**config.mk**
```make
export PLATFORM = sky130hd
export DESIGN_NAME = hsv_to_rgb_converter_unit
export DESIGN_NICKNAME = d
export VERILOG_FILES = /design/src/design/hsvrgb_pkg.sv /design/src/design/hsv_to_rgb_converter_unit.sv
export SDC_FILE = /design/constraint.sdc
export NUM_CORES = 1
export LEC_CHECK = 0
export BUFFER_PORTS_ARGS = -buffer_cell sky130_fd_sc_hd__buf_2
export CORE_ASPECT_RATIO = 1.5
export CORE_MARGIN = 4
export CORE_UTILIZATION = 40
export CTS_BUF_LIST = sky130_fd_sc_hd__clkbuf_4 sky130_fd_sc_hd__clkbuf_8
export CTS_CLUSTER_DIAMETER = 120
export DETAILED_ROUTE_END_ITERATION = 8
export PLACE_DENSITY = 0.66
export SYNTH_ARGS = -nofsm -noshare
export SYNTH_HDL_FRONTEND = slang
export SYNTH_SLANG_ARGS = --single-unit
```
**constraint.sdc**
```tcl
create_clock -name clock -period 6.7 [get_ports clock]
set_input_delay 0.335 -clock clock [delete_from_list [all_inputs] [get_ports clock]]
set_output_delay 0.335 -clock clock [all_outputs]
set_load 0.1 [all_outputs]
```
**src/design/hsvrgb_pkg.sv**
```systemverilog
// Shared constants, sector codes and the divide-by-255 helper for the colour converter.
`timescale 1ns / 1ps

package hsvrgb_pkg;

   localparam int unsigned HueWidth    = 16;
   localparam int unsigned ChanWidth   = 8;
   localparam int unsigned HWidth      = 9;
   localparam int unsigned NumStages   = 7;

   localparam logic [15:0] FullCircle  = 16'd360;
   localparam logic [8:0]  SectorSpan  = 9'd60;
   localparam logic [7:0]  UnitScale   = 8'd255;

   // Reciprocal of 360 scaled by 2^24, rounded down; the estimate it gives is
   // the true quotient or one below it.
   localparam int unsigned RecipShift  = 24;
   localparam logic [15:0] RecipCircle = 16'(((1 << RecipShift) / 360));

   typedef enum logic [2:0] {
      SECTOR_RED_YELLOW    = 3'd0,
      SECTOR_YELLOW_GREEN  = 3'd1,
      SECTOR_GREEN_CYAN    = 3'd2,
      SECTOR_CYAN_BLUE     = 3'd3,
      SECTOR_BLUE_MAGENTA  = 3'd4,
      SECTOR_MAGENTA_RED   = 3'd5
   } sector_type;

   // Floor division by 255 for products of two bytes, without a divider.
   function automatic logic [7:0] div255(input logic [15:0] x);
      logic [16:0] sum;
      sum = {1'b0, x} + {9'd0, x[15:8]} + 17'd1;
      return sum[15:8];
   endfunction

endpackage

```
**src/design/hsv_to_rgb_converter_unit.sv**
```systemverilog
// Top level of the pipelined HSV to RGB colour converter.
`timescale 1ns / 1ps

// HSV to RGB converter, one word per clock while the receiver does not stall.
//
// The request channel carries a hue in degrees (any 16-bit value, reduced
// modulo 360 inside), a saturation and a value. The response channel returns
// the red, green and blue intensities of that colour. Both channels use a
// valid and stall pair: a word moves on a rising edge where valid is high and
// stall is low.
//
// The datapath is a seven-stage pipeline: hue reduction by reciprocal
// multiplication, correction, sector and fraction, the saturation products,
// the complement terms, the value products and the sector selection into
// the output register. One word per cycle gets through while the receiver
// does not stall, as every stage can take a new word in the same edge as
// its own word moves on.
//
// Each stage has its own valid bit and loads whenever it is empty or the
// stage after it moves on, so bubbles are squeezed out while the receiver
// stalls and the request side keeps accepting until the pipeline is full.
// A stalled response holds its value. Reset empties the pipeline; the data
// registers themselves are not reset.
module hsv_to_rgb_converter_unit (
   input  logic                            clock,
   input  logic                            reset,
   input  logic                            req_valid,
   output logic                            req_stall,
   input  logic [hsvrgb_pkg::HueWidth-1:0]  req_hue_degrees,
   input  logic [hsvrgb_pkg::ChanWidth-1:0] req_saturation,
   input  logic [hsvrgb_pkg::ChanWidth-1:0] req_brightness_value,
   output logic                            rsp_valid,
   input  logic                            rsp_stall,
   output logic [hsvrgb_pkg::ChanWidth-1:0] rsp_red_out,
   output logic [hsvrgb_pkg::ChanWidth-1:0] rsp_green_out,
   output logic [hsvrgb_pkg::ChanWidth-1:0] rsp_blue_out
);
   import hsvrgb_pkg::*;

   // Valid bit of every stage and the load enable that each stage derives
   // from the one after it.
   logic [NumStages-1:0] valid_ff;
   logic [NumStages-1:0] valid_in;
   logic [NumStages-1:0] load;

   // Stage 0: quotient estimate of the hue by 360.
   logic [7:0]  quot_ff,  quot_in;
   logic [15:0] hue0_ff;
   logic [7:0]  sat0_ff,  val0_ff;
   logic [31:0] recip_prod;

   // Stage 1: reduced hue.
   logic [HWidth-1:0] h_ff, h_in;
   logic [7:0]  sat1_ff,  val1_ff;
   logic [15:0] quot_times;
   logic [15:0] hue_rem;

   // Stage 2: sector, fraction and the numerator of p.
   sector_type  sector2_ff, sector2_in;
   logic [7:0]  frac_ff,    frac_in;
   logic [15:0] pnum_ff,    pnum_in;
   logic [7:0]  sat2_ff,    val2_ff;
   logic [HWidth-1:0] sector_base;
   logic [5:0]  sector_pos;
   logic [9:0]  frac_scaled;

   // Stage 3: saturation products and p.
   logic [15:0] sf_ff, sf_in;
   logic [15:0] sg_ff, sg_in;
   logic [7:0]  p3_ff, p3_in;
   sector_type  sector3_ff;
   logic [7:0]  val3_ff;

   // Stage 4: complement terms for q and t.
   logic [7:0]  qa_ff, qa_in;
   logic [7:0]  ta_ff, ta_in;
   logic [7:0]  p4_ff;
   sector_type  sector4_ff;
   logic [7:0]  val4_ff;

   // Stage 5: value products for q and t.
   logic [15:0] qn_ff, qn_in;
   logic [15:0] tn_ff, tn_in;
   logic [7:0]  p5_ff;
   sector_type  sector5_ff;
   logic [7:0]  val5_ff;

   // Stage 6: output register.
   logic [7:0]  red_ff,   red_in;
   logic [7:0]  green_ff, green_in;
   logic [7:0]  blue_ff,  blue_in;
   logic [7:0]  q_term,   t_term;

   // A stage loads when it is empty or its word is leaving.
   always_comb begin
      load[NumStages-1] = !valid_ff[NumStages-1] || !rsp_stall;
      for (int k = NumStages - 2; k >= 0; k--) begin
         load[k] = !valid_ff[k] || load[k+1];
      end
      valid_in[0] = req_valid;
      for (int k = 1; k < NumStages; k++) begin
         valid_in[k] = valid_ff[k-1];
      end
   end

   always_ff @(posedge clock) begin
      if (reset) begin
         valid_ff <= '0;
      end else begin
         for (int k = 0; k < NumStages; k++) begin
            if (load[k]) begin
               valid_ff[k] <= valid_in[k];
            end
         end
      end
   end

   // Stage 0 logic.
   assign recip_prod = {16'd0, req_hue_degrees} * {16'd0, RecipCircle};
   assign quot_in    = recip_prod[RecipShift+7:RecipShift];

   // Stage 1 logic: the remainder is below twice 360, so one correction does.
   always_comb begin
      quot_times = 16'({8'd0, quot_ff} * FullCircle);
      hue_rem    = hue0_ff - quot_times;
      if (hue_rem[9:0] >= FullCircle[9:0]) begin
         h_in = HWidth'(hue_rem[9:0] - FullCircle[9:0]);
      end else begin
         h_in = HWidth'(hue_rem[9:0]);
      end
   end

   // Stage 2 logic: the fraction is pos * 255 / 60, which is pos * 17 / 4.
   always_comb begin
      if (h_ff < HWidth'(SectorSpan)) begin
         sector2_in  = SECTOR_RED_YELLOW;
      end else if (h_ff < HWidth'(2 * SectorSpan)) begin
         sector2_in  = SECTOR_YELLOW_GREEN;
      end else if (h_ff < HWidth'(3 * SectorSpan)) begin
         sector2_in  = SECTOR_GREEN_CYAN;
      end else if (h_ff < HWidth'(4 * SectorSpan)) begin
         sector2_in  = SECTOR_CYAN_BLUE;
      end else if (h_ff < HWidth'(5 * SectorSpan)) begin
         sector2_in  = SECTOR_BLUE_MAGENTA;
      end else begin
         sector2_in  = SECTOR_MAGENTA_RED;
      end
      sector_base = HWidth'({6'd0, sector2_in} * SectorSpan);
      sector_pos  = 6'(h_ff - sector_base);
      frac_scaled = {4'd0, sector_pos} * 10'd17;
      frac_in     = frac_scaled[9:2];
      pnum_in     = {8'd0, val1_ff} * {8'd0, UnitScale - sat1_ff};
   end

   // Stage 3 logic.
   assign sf_in = {8'd0, sat2_ff} * {8'd0, frac_ff};
   assign sg_in = {8'd0, sat2_ff} * {8'd0, UnitScale - frac_ff};
   assign p3_in = div255(pnum_ff);

   // Stage 4 logic.
   assign qa_in = UnitScale - div255(sf_ff);
   assign ta_in = UnitScale - div255(sg_ff);

   // Stage 5 logic.
   assign qn_in = {8'd0, val4_ff} * {8'd0, qa_ff};
   assign tn_in = {8'd0, val4_ff} * {8'd0, ta_ff};

   // Stage 6 logic: the sector decides which term drives each channel.
   always_comb begin
      q_term = div255(qn_ff);
      t_term = div255(tn_ff);
      case (sector5_ff)
         SECTOR_RED_YELLOW: begin
            red_in = val5_ff; green_in = t_term;  blue_in = p5_ff;
         end
         SECTOR_YELLOW_GREEN: begin
            red_in = q_term;  green_in = val5_ff; blue_in = p5_ff;
         end
         SECTOR_GREEN_CYAN: begin
            red_in = p5_ff;   green_in = val5_ff; blue_in = t_term;
         end
         SECTOR_CYAN_BLUE: begin
            red_in = p5_ff;   green_in = q_term;  blue_in = val5_ff;
         end
         SECTOR_BLUE_MAGENTA: begin
            red_in = t_term;  green_in = p5_ff;   blue_in = val5_ff;
         end
         default: begin
            red_in = val5_ff; green_in = p5_ff;   blue_in = q_term;
         end
      endcase
   end

   // Data registers move with their stage's load enable.
   always_ff @(posedge clock) begin
      if (load[0]) begin
         quot_ff <= quot_in;
         hue0_ff <= req_hue_degrees;
         sat0_ff <= req_saturation;
         val0_ff <= req_brightness_value;
      end
      if (load[1]) begin
         h_ff    <= h_in;
         sat1_ff <= sat0_ff;
         val1_ff <= val0_ff;
      end
      if (load[2]) begin
         sector2_ff <= sector2_in;
         frac_ff    <= frac_in;
         pnum_ff    <= pnum_in;
         sat2_ff    <= sat1_ff;
         val2_ff    <= val1_ff;
      end
      if (load[3]) begin
         sf_ff      <= sf_in;
         sg_ff      <= sg_in;
         p3_ff      <= p3_in;
         sector3_ff <= sector2_ff;
         val3_ff    <= val2_ff;
      end
      if (load[4]) begin
         qa_ff      <= qa_in;
         ta_ff      <= ta_in;
         p4_ff      <= p3_ff;
         sector4_ff <= sector3_ff;
         val4_ff    <= val3_ff;
      end
      if (load[5]) begin
         qn_ff      <= qn_in;
         tn_ff      <= tn_in;
         p5_ff      <= p4_ff;
         sector5_ff <= sector4_ff;
         val5_ff    <= val4_ff;
      end
      if (load[6]) begin
         red_ff   <= red_in;
         green_ff <= green_in;
         blue_ff  <= blue_in;
      end
   end

   assign req_stall     = !load[0];
   assign rsp_valid     = valid_ff[NumStages-1];
   assign rsp_red_out   = red_ff;
   assign rsp_green_out = green_ff;
   assign rsp_blue_out  = blue_ff;

   // An accepted request word always occupies the first stage afterwards.
   a_accept_enters : assert property (@(posedge clock) disable iff (reset)
      (req_valid && !req_stall) |=> valid_ff[0])
      else $error("accepted word did not enter the pipeline");

   // The reciprocal estimate and its correction leave a hue below 360.
   a_hue_reduced : assert property (@(posedge clock) disable iff (reset)
      valid_ff[1] |-> (h_ff < FullCircle[HWidth-1:0]))
      else $error("reduced hue out of range");

   // The scaled fraction never passes 250.
   a_frac_range : assert property (@(posedge clock) disable iff (reset)
      valid_ff[2] |-> (frac_ff <= 8'd250))
      else $error("sector fraction out of range");

   // A full pipeline with a stalled receiver pushes back on the request side.
   a_full_stalls : assert property (@(posedge clock) disable iff (reset)
      ((&valid_ff) && rsp_stall) |-> req_stall)
      else $error("full pipeline accepted a word while stalled");

   // A word held at the output while stalled is still valid, with red and blue unchanged, in the next cycle.
   a_output_kept : assert property (@(posedge clock) disable iff (reset)
      (rsp_valid && rsp_stall) |=> (rsp_valid && $stable(red_ff) && $stable(blue_ff)))
      else $error("stalled response word was lost");

endmodule

```
; ---- Yosys cells after proc, flatten, opt, wreduce, memory -nomap -nowiden
; Cells that the tools add are included.
[totals]
register_bits = 270
memories = 0
in_bits = 36
ramBits = 0
latchBits = 0
output_inout_bits = 26
wordCells = 103
mem_bits_ro = 0
[op_classes]
mul = 9
n_addsub = 17
n_div = 0
eq_ne = 4
reduce_logical = 21
n_bitwise = 0
magnitude_cmp = 6
n_mux = 9
shift = 0
[ops]
columns = op, count
row1 = "16-bit by 1-bit adder with 16-bit output, second input constant", 5
row2 = 16-bit by 8-bit adder with 16-bit output, 5
row3 = 8-bit by 8-bit multiplier with 16-bit output, 5
row4 = 8-bit one-hot mux with 3 select lines, 3
row5 = "16-bit by 16-bit multiplier with 32-bit output, second input constant", 1
row6 = "8-bit subtractor, first input constant", 4
row7 = "9-bit by 8-bit less-than comparator with 1-bit output, second input constant", 2
row8 = 3-bit 2-to-1 mux, 4
row9 = "10-bit by 9-bit >= comparator with 1-bit output, second input constant", 1
row10 = "6-bit by 5-bit multiplier with 10-bit output, second input constant", 1
row11 = 10-bit subtractor, 1
row12 = 1-bit zero test, 9
row13 = "9-bit by 6-bit less-than comparator with 1-bit output, second input constant", 1
row14 = "9-bit by 7-bit less-than comparator with 1-bit output, second input constant", 1
row15 = "9-bit less-than comparator, second input constant", 1
row16 = 9-bit 2-to-1 mux, 1
row17 = "9-bit subtractor, second input constant", 1
row18 = "8-bit by 6-bit multiplier with 7-bit output, second input constant", 1
row19 = 2-bit OR reduction, 4
row20 = 1-bit logical OR, 7
row21 = "3-bit by 2-bit equality test with 1-bit output, second input constant", 2
row22 = 6-bit subtractor, 1
row23 = "3-bit by 4-bit multiplier with 4-bit output, second input constant", 1
row24 = "3-bit by 1-bit equality test with 1-bit output, second input constant", 1
row25 = 3 further kinds, 3

; ---- Longest topological paths before layout
; Gate-level depths: netlist (run 1).
[depth]
word_depth = 9
depth_mapped = 19
ltp_nobuf = 19

; ---- Worst setup path after synthesis (run 1)
; No wires, ideal clock.
[synth_timing]
kind = input-to-reg
from = in req_hue_degrees[3] (netlist name)
to = reg quot_ff[6], data pin
t_arrival_ns = 4.860
required_ns = 6.440
path_stages = 18
setup_time_ns = 0.260
setup_slack_ns = 1.581
n_path_buf = 0
path_cell_list = ha_1 > fa_1 > inv_1 > fa_1 > fa_1 > inv_1 > fa_1 > inv_1 > fa_1 > inv_1 > ha_1 > o21ai_0 > o221ai_1 > a22oi_1 > nand2_1 > a211o_1 > a31oi_1 > xnor2_1
[synth_between]
elab_chain_cells = 1
[synth_rtl]
columns = item, line_no
row1 = start: declaration, hsv_to_rgb_converter_unit.sv:29  ; input logic [hsvrgb_pkg::HueWidth-1:0] req_hue_degrees,
row2 = 16-bit by 16-bit multiplier with 32-bit output, hsv_to_rgb_converter_unit.sv:119  ; assign recip_prod = {16'd0, req_hue_degrees} * {16'd0, RecipCircle};
row3 = via recip_prod[30], hsv_to_rgb_converter_unit.sv:50  ; logic [31:0] recip_prod;
row4 = end signal: assignment, hsv_to_rgb_converter_unit.sv:197  ; quot_ff <= quot_in;
row5 = end: declaration, hsv_to_rgb_converter_unit.sv:47  ; logic [7:0] quot_ff, quot_in;
; The timed path passes the listed nets, and every way through them passes these cells.
; A chain may end at the register's enable or synchronous reset.

; ---- Final worst setup path (run 1)
[layout_timing]
from = in req_hue_degrees[4] (netlist name)
to = reg quot_ff[4], data pin
; Same word-level chain as after synthesis.

==> impl_metrics.py, run 1 <==
metrics = {
    "run_status": {
        "status": "finished clean",
    },
    "timing": {
        "setup_viol": 0,
        "hold_viol": 0,
        "finalClockSkew_ns": 0.0378,
        "hold_slack_ns": 0.407,
        "min_period_over_period": 0.839,
        "finalCriticalPeriod_ns": 5.62,
        "final.setup.tns_ns": 0,
        "slew_headroom": 0.225,
        "rsz0062_at_grt": "false",
        "slew_violations": 0,
        "max_slew.worst_pin.slew_ns": 1.16,
        "fmax_ghz": 0.178,
    },
    "die": {
        "dieArea_um2": 67900,
        "start_util": 0.403,
        "io_pins": 62,
        "die_y_um": 317,
        "placeableCoreArea_um2": 63200,
        "die_w_um": 214,
        "fp-row-count": 113,
    },
    "global_routing": {
        "grt_usage": 0.163,
        "antenna_found_initial": 1,
        "grt_max_degree": 52,
        "grt_first_pass_wirelength_um": 90800,
        "grt_pass1_vias": 18900,
        "grt-ovfl-total": 0,
    },
    "worst_setup_path": {
        "worstPathArrival_ns": 6.02,
        "critical_path.startpoint_type": "primary input",
        "crit_required_ns": 7.09,
        "r2r_cells": 16,
        "worst-path-max-fanout": 5,
        "worst-path-buf-inv": 6,
        "crit_top_cell": "fa_1",
        "crit_path_top_delay_cell": "dlygate4sd3_1",
        "rr_startpoint": "sat2_ff[1]",
        "crit_chain": "dlygate4sd3_1 -> buf_2 -> ha_1 -> inv_1 -> fa_1 -> fa_1 -> inv_1 -> fa_1 -> inv_1 -> fa_1 -> fa_1 -> inv_1 -> ha_1 -> o21ai_0 -> o21ai_0 -> a211oi_1 -> o2111ai_1 -> a31oi_1 -> o21bai_1 -> xor2_1",
        "crit_start": "req_hue_degrees[4]",
        "path_class": "in2reg",
        "max_stage_delay_ns": 0.54,
        "end_kind": "flip-flop",
        "cp_top_family": "adder cells",
        "cp_num_cells": 20,
    },
    "synthesis": {
        "synth_nets": 3015,
        "ys_ff_latch": 269,
        "yosysWarnings": 0,
        "async_reset_ff_frac": 0,
        "synth.avg_cell_area_um2": 10.7,
        "yosysSeqAreaShare": 0.314,
        "synth.cell_area_um2": 25500,
        "synth_flop_cell": "edfxtp_1",
        "syn_inst": 2377,
        "synth_edf_count": 262,
        "ys_types": 69,
    },
    "clocking": {
        "clk_latency_ns": 0.64,
        "cts_tree": "done",
        "postCtsResizedCells": 0,
        "htreeDepth": 2,
        "cts.sinks": 269,
        "clockRootBuffer": "clkbuf_8",
        "max-clock-path-buffers": 3,
        "cts_buffers": 45,
        "clk_pin_slew_worst_paths_ns": 0.07,
    },
    "placed_design": {
        "post_dp_cell_area_um2": 26700,
        "routabilityCongestion": 0.879,
        "port_buffers": 61,
        "hpwl_um": 43900,
    },
    "drt": {
        "first_pass_iters": 5,
        "drc": 0,
        "drt-met1-wl_um": 18800,
        "post_drt_wl_per_cell_um": 16.1,
        "dr.max_layer_used": "met4",
        "wl_um": 53600,
        "drt-initial-drc-count": 815,
        "wl_met2_um": 30000,
        "route.met3.wl_um": 1750,
        "vias_per_cell": 5.12,
        "num_vias": 17000,
        "ant_nets": 0,
    },
    "finish": {
        "design_area_um2": 27900,
        "layout_common_cells": "440 x inv_1, 348 x ha_1, 262 x edfxtp_1",
        "final_core_util": 0.441,
        "nNetsFinal": 3119,
        "drive_gt1_frac": 0.0641,
        "final_common_cell": "inv_1",
        "fillers": 5844,
        "areaGrowthSynthToFinish_pct": 9.36,
    },
    "worst_hold_path": {
        "worstHoldPathCells": 0,
        "min_from": "val0_ff[7]",
        "min_path_type": "reg2reg",
    },
    "job": {
        "cap_viol_max_count": 0,
    },
}
## final timing paths
path	to	slack, ns
max	quot_ff[4]	1.08
min	val1_ff[7]	0.41
max reg2reg	sg_ff[14]	1.53
min reg2reg	val1_ff[7]	0.41
## worst reg2reg max path, cell delays in order (launching register included)
cell and delay, ns:
edfxtp_1 0.75, nand2b_1 0.17, fa_1 0.56, inv_1 0.05, fa_1 0.53, inv_1 0.06, fa_1 0.53, inv_1 0.06
fa_1 0.47, ha_1 0.27, nor3_1 0.22, o211ai_1 0.13, a31oi_1 0.29, nor2b_1 0.08, o21a_1 0.19, o41ai_1 0.39
xnor2_1 0.13
## registers in the layout (all words and copies together), names as in the netlist, 9 cells and up
signal and flops:
sf_ff 16, pnum_ff 16, h_ff 9, hue0_ff 10, tn_ff 16, qn_ff 16, sg_ff 16
## final cells by class
| type | instances | area (um^2) | area share |
|---|---|---|---|
| Tap cell | 805 | 1010 | 0.0361 |
| Multi-Input combinational cell | 1625 | 15700 | 0.562 |
| Inverter | 442 | 1660 | 0.0595 |
| Clock buffer | 53 | 679 | 0.0244 |
| Antenna cell | 1 | 2.50 | 0.0000898 |
| Sequential cell | 269 | 8010 | 0.287 |
| Clock inverter | 26 | 189 | 0.00678 |
| Timing Repair Buffer | 98 | 658 | 0.0236 |
## cell usage after synthesis, types with 3 or more instances
| master | instances | area share |
|---|---|---|
| nand3_1 | 26 | 0.0051 |
| a21o_1 | 8 | 0.0024 |
| mux2i_1 | 6 | 0.0024 |
| nor3_1 | 24 | 0.0047 |
| nor4_1 | 3 | 0.00074 |
| a21oi_1 | 85 | 0.017 |
| nor2b_1 | 86 | 0.021 |
| and3_1 | 6 | 0.0015 |
| a22oi_1 | 7 | 0.0021 |
| and4_1 | 3 | 0.0010 |
| or2_2 | 3 | 0.00074 |
| o21ai_0 | 51 | 0.010 |
| nand4_1 | 9 | 0.0022 |
| nand2_1 | 173 | 0.025 |
| a31oi_1 | 13 | 0.0032 |
| o221ai_1 | 3 | 0.0010 |
| edfxtp_1 | 262 | 0.31 |
| clkbuf_1 | 41 | 0.0060 |
| a211o_1 | 5 | 0.0017 |
| xor2_1 | 33 | 0.011 |
| o31a_1 | 8 | 0.0027 |
| ha_1 | 348 | 0.17 |
| o21a_1 | 19 | 0.0056 |
| dfxtp_1 | 7 | 0.0055 |
| and2_1 | 94 | 0.023 |
| fa_1 | 254 | 0.20 |
| nand2b_1 | 68 | 0.017 |
| a211oi_1 | 8 | 0.0024 |
| inv_1 | 442 | 0.065 |
| a41o_1 | 5 | 0.0020 |
| xnor2_1 | 98 | 0.034 |
| nor2_1 | 92 | 0.014 |
| o211ai_1 | 23 | 0.0068 |
| o41ai_1 | 6 | 0.0021 |
| o22ai_1 | 8 | 0.0020 |
| o21bai_1 | 8 | 0.0024 |
## what timing repair did
action,in CTS,in global routing
hold buffers,30,0
setup endpoints to repair,0,0
buffers inserted,0,0
hold endpoints to repair,33,0
## per-layer routing
metal  global-route usage  vias to the layer above
li1                     -                     8067
met1                0.159                     8382
met2                0.330                      380
met3               0.0223                      164
met4               0.0860                        0
met5                    0                        -
## cell families after synthesis
kind of cell / share of synthesized area
xor gates and xnor gates: 0.0459
buffers and inverters: 0.0711
AOI/OAI and AO/OA: 0.0745
DFF: 0.314
and+or+nand+nor: 0.121
adders and majority gates: 0.371
muxes: 0.00280
## metrics by stage
step | instances | setup slack (ns)
floorplan | 2377 | 1.58
global placement | 3209 | 1.04
detailed placement | 3209 | 0.982
CTS | 3318 | 1.15
global route | 3319 | 0.769
finish | 3319 | 1.08
Power of run 1 is not shown: default switching activity piles up to over one toggle a cycle in this logic, so the estimate is an artifact.
==> run 2, diff against run 1 <==
==> constraint.sdc (replaced) <==
create_clock -name clock -period 5.6 [get_ports clock]
set_input_delay 0.28 -clock clock [delete_from_list [all_inputs] [get_ports clock]]
set_output_delay 0.28 -clock clock [all_outputs]
set_load 0.1 [all_outputs]
==> impl_metrics.py, run 2 (synthesized netlist as in run 1, its figures left out) <==
metrics = {
    "run_status": {
        "status": "finished clean",
    },
    "die": {
        "fp-row-count": 113,
        "die_y_um": 317,
        "placeableCoreArea_um2": 63200,
        "die_w_um": 214,
        "dieArea_um2": 67900,
        "io_pins": 62,
        "start_util": 0.403,
    },
    "timing": {
        "rsz0062_at_grt": "false",
        "setup_viol": 0,
        "fmax_ghz": 0.185,
        "hold_viol": 0,
        "min_period_over_period": 0.965,
        "max_slew.worst_pin.slew_ns": 1.22,
        "slew_violations": 0,
        "finalClockSkew_ns": 0.0560,
        "slew_headroom": 0.184,
        "hold_slack_ns": 0.0505,
        "finalCriticalPeriod_ns": 5.40,
    },
    "worst_setup_path": {
        "critical_path.startpoint_type": "primary input",
        "r2r_cells": 16,
        "end_kind": "flip-flop",
        "crit_required_ns": 5.97,
        "worstPathArrival_ns": 5.78,
        "path_class": "in2reg",
        "worst-path-max-fanout": 4,
    },
    "finish": {
        "layout_common_cells": "440 x inv_1, 348 x ha_1, 262 x edfxtp_1",
        "nNetsFinal": 3134,
        "fillers": 5819,
        "areaGrowthSynthToFinish_pct": 10.4,
        "design_area_um2": 28100,
        "regArea_um2": 8010,
        "multi_input_area_um2": 15700,
        "fin_cells": 3338,
        "drive_gt1_frac": 0.0731,
        "final_common_cell": "inv_1",
    },
    "global_routing": {
        "grt_pass1_vias": 18800,
        "grt_first_pass_wirelength_um": 91800,
        "grt_usage": 0.166,
        "grt-ovfl-total": 0,
        "antenna_found_initial": 1,
        "grt_max_degree": 52,
    },
    "clocking": {
        "clk_pin_slew_worst_paths_ns": 0.05,
        "max-clock-path-buffers": 3,
        "clockRootBuffer": "clkbuf_8",
        "cts_tree": "done",
        "cts.sinks": 269,
        "cts_buffers": 45,
        "htreeDepth": 2,
        "clk_latency_ns": 0.64,
        "post_cts_buffers": 0,
    },
    "placed_design": {
        "hpwl_um": 44800,
        "placedCellCount": 3225,
        "routabilityCongestion": 0.888,
        "post_dp_cell_area_um2": 26800,
        "port_buffers": 61,
    },
    "drt": {
        "first_pass_iters": 5,
        "vias_per_cell": 5.12,
        "post_drt_wl_per_cell_um": 16.4,
        "drt-initial-drc-count": 894,
        "wl_um": 54700,
        "ant_nets": 0,
        "num_vias": 17100,
        "drc": 0,
    },
    "worst_hold_path": {
        "min_path_type": "in2reg",
        "worstHoldPathCells": 2,
    },
    "job": {
        "cap_viol_max_count": 0,
    },
}
-- run 2: cell count changes in the layout (fill, tap and decap cells not counted), moves of 2 or more --
cell,previous run,this run
clkbuf_8,45,48
buf_4,7,23
clkinv_2,8,6
clkbuf_4,8,12
clkinv_1,9,6
clkinv_4,2,0
bufinv_16,1,5
-- run 2: worst max-delay path: stages --
cell,delay [ns]
dlygate4sd3_1,0.53
buf_2,0.16
ha_1,0.38
fa_1,0.53
inv_1,0.05
fa_1,0.46
fa_1,0.49
inv_1,0.05
fa_1,0.53
inv_1,0.06
fa_1,0.52
inv_1,0.04
ha_1,0.30
o21ai_1,0.24
o221ai_1,0.17
a22oi_1,0.31
nand2_1,0.12
a211o_1,0.28
a31oi_1,0.20
xnor2_1,0.09
-- run 2: routing by layer --
layer	track usage	vias up	share of wire
met5	0	-	0
met4	0.0787	0	0.049
met3	0.0217	147	0.028
met2	0.342	327	0.57
met1	0.160	8505	0.35
li1	-	8108	-
-- run 2: cell type report --
class,count,area share
repair buffers,113,0.0273
clock buffers,60,0.0267
well taps,805,0.0358
flip-flops and latches,269,0.285
diodes,1,0.0000889
clock inverters,23,0.00956
inverters,442,0.0590
multi-input cells,1625,0.557
-- run 2: what timing repair did --
item	4_1_cts	5_1_grt
hold buffers	29	0
endpoints found under the setup margin	0	3
gates resized for setup	0	2
endpoints found under the hold margin	32	0
-- run 2: worst paths after layout --
check | start | end | slack, ns
min | req_hue_degrees[0] | hue0_ff[0] | 0.05
max reg2reg | val4_ff[3] | tn_ff[14] | 0.57
max | req_hue_degrees[3] | quot_ff[6] | 0.20
min reg2reg | val3_ff[0] | val4_ff[0] | 0.39
-- run 2: per-stage QoR --
stage                     setup WS (ns)  setup TNS, ns   util
after floorplan                   0.536              0      -
after global placement           0.0700              0  0.424
after detailed placement        -0.0111        -0.0111  0.424
after CTS                         0.146              0  0.445
after global routing             0.0130              0  0.445
final                             0.196              0  0.445
Power of run 2 is left out for the same reason.
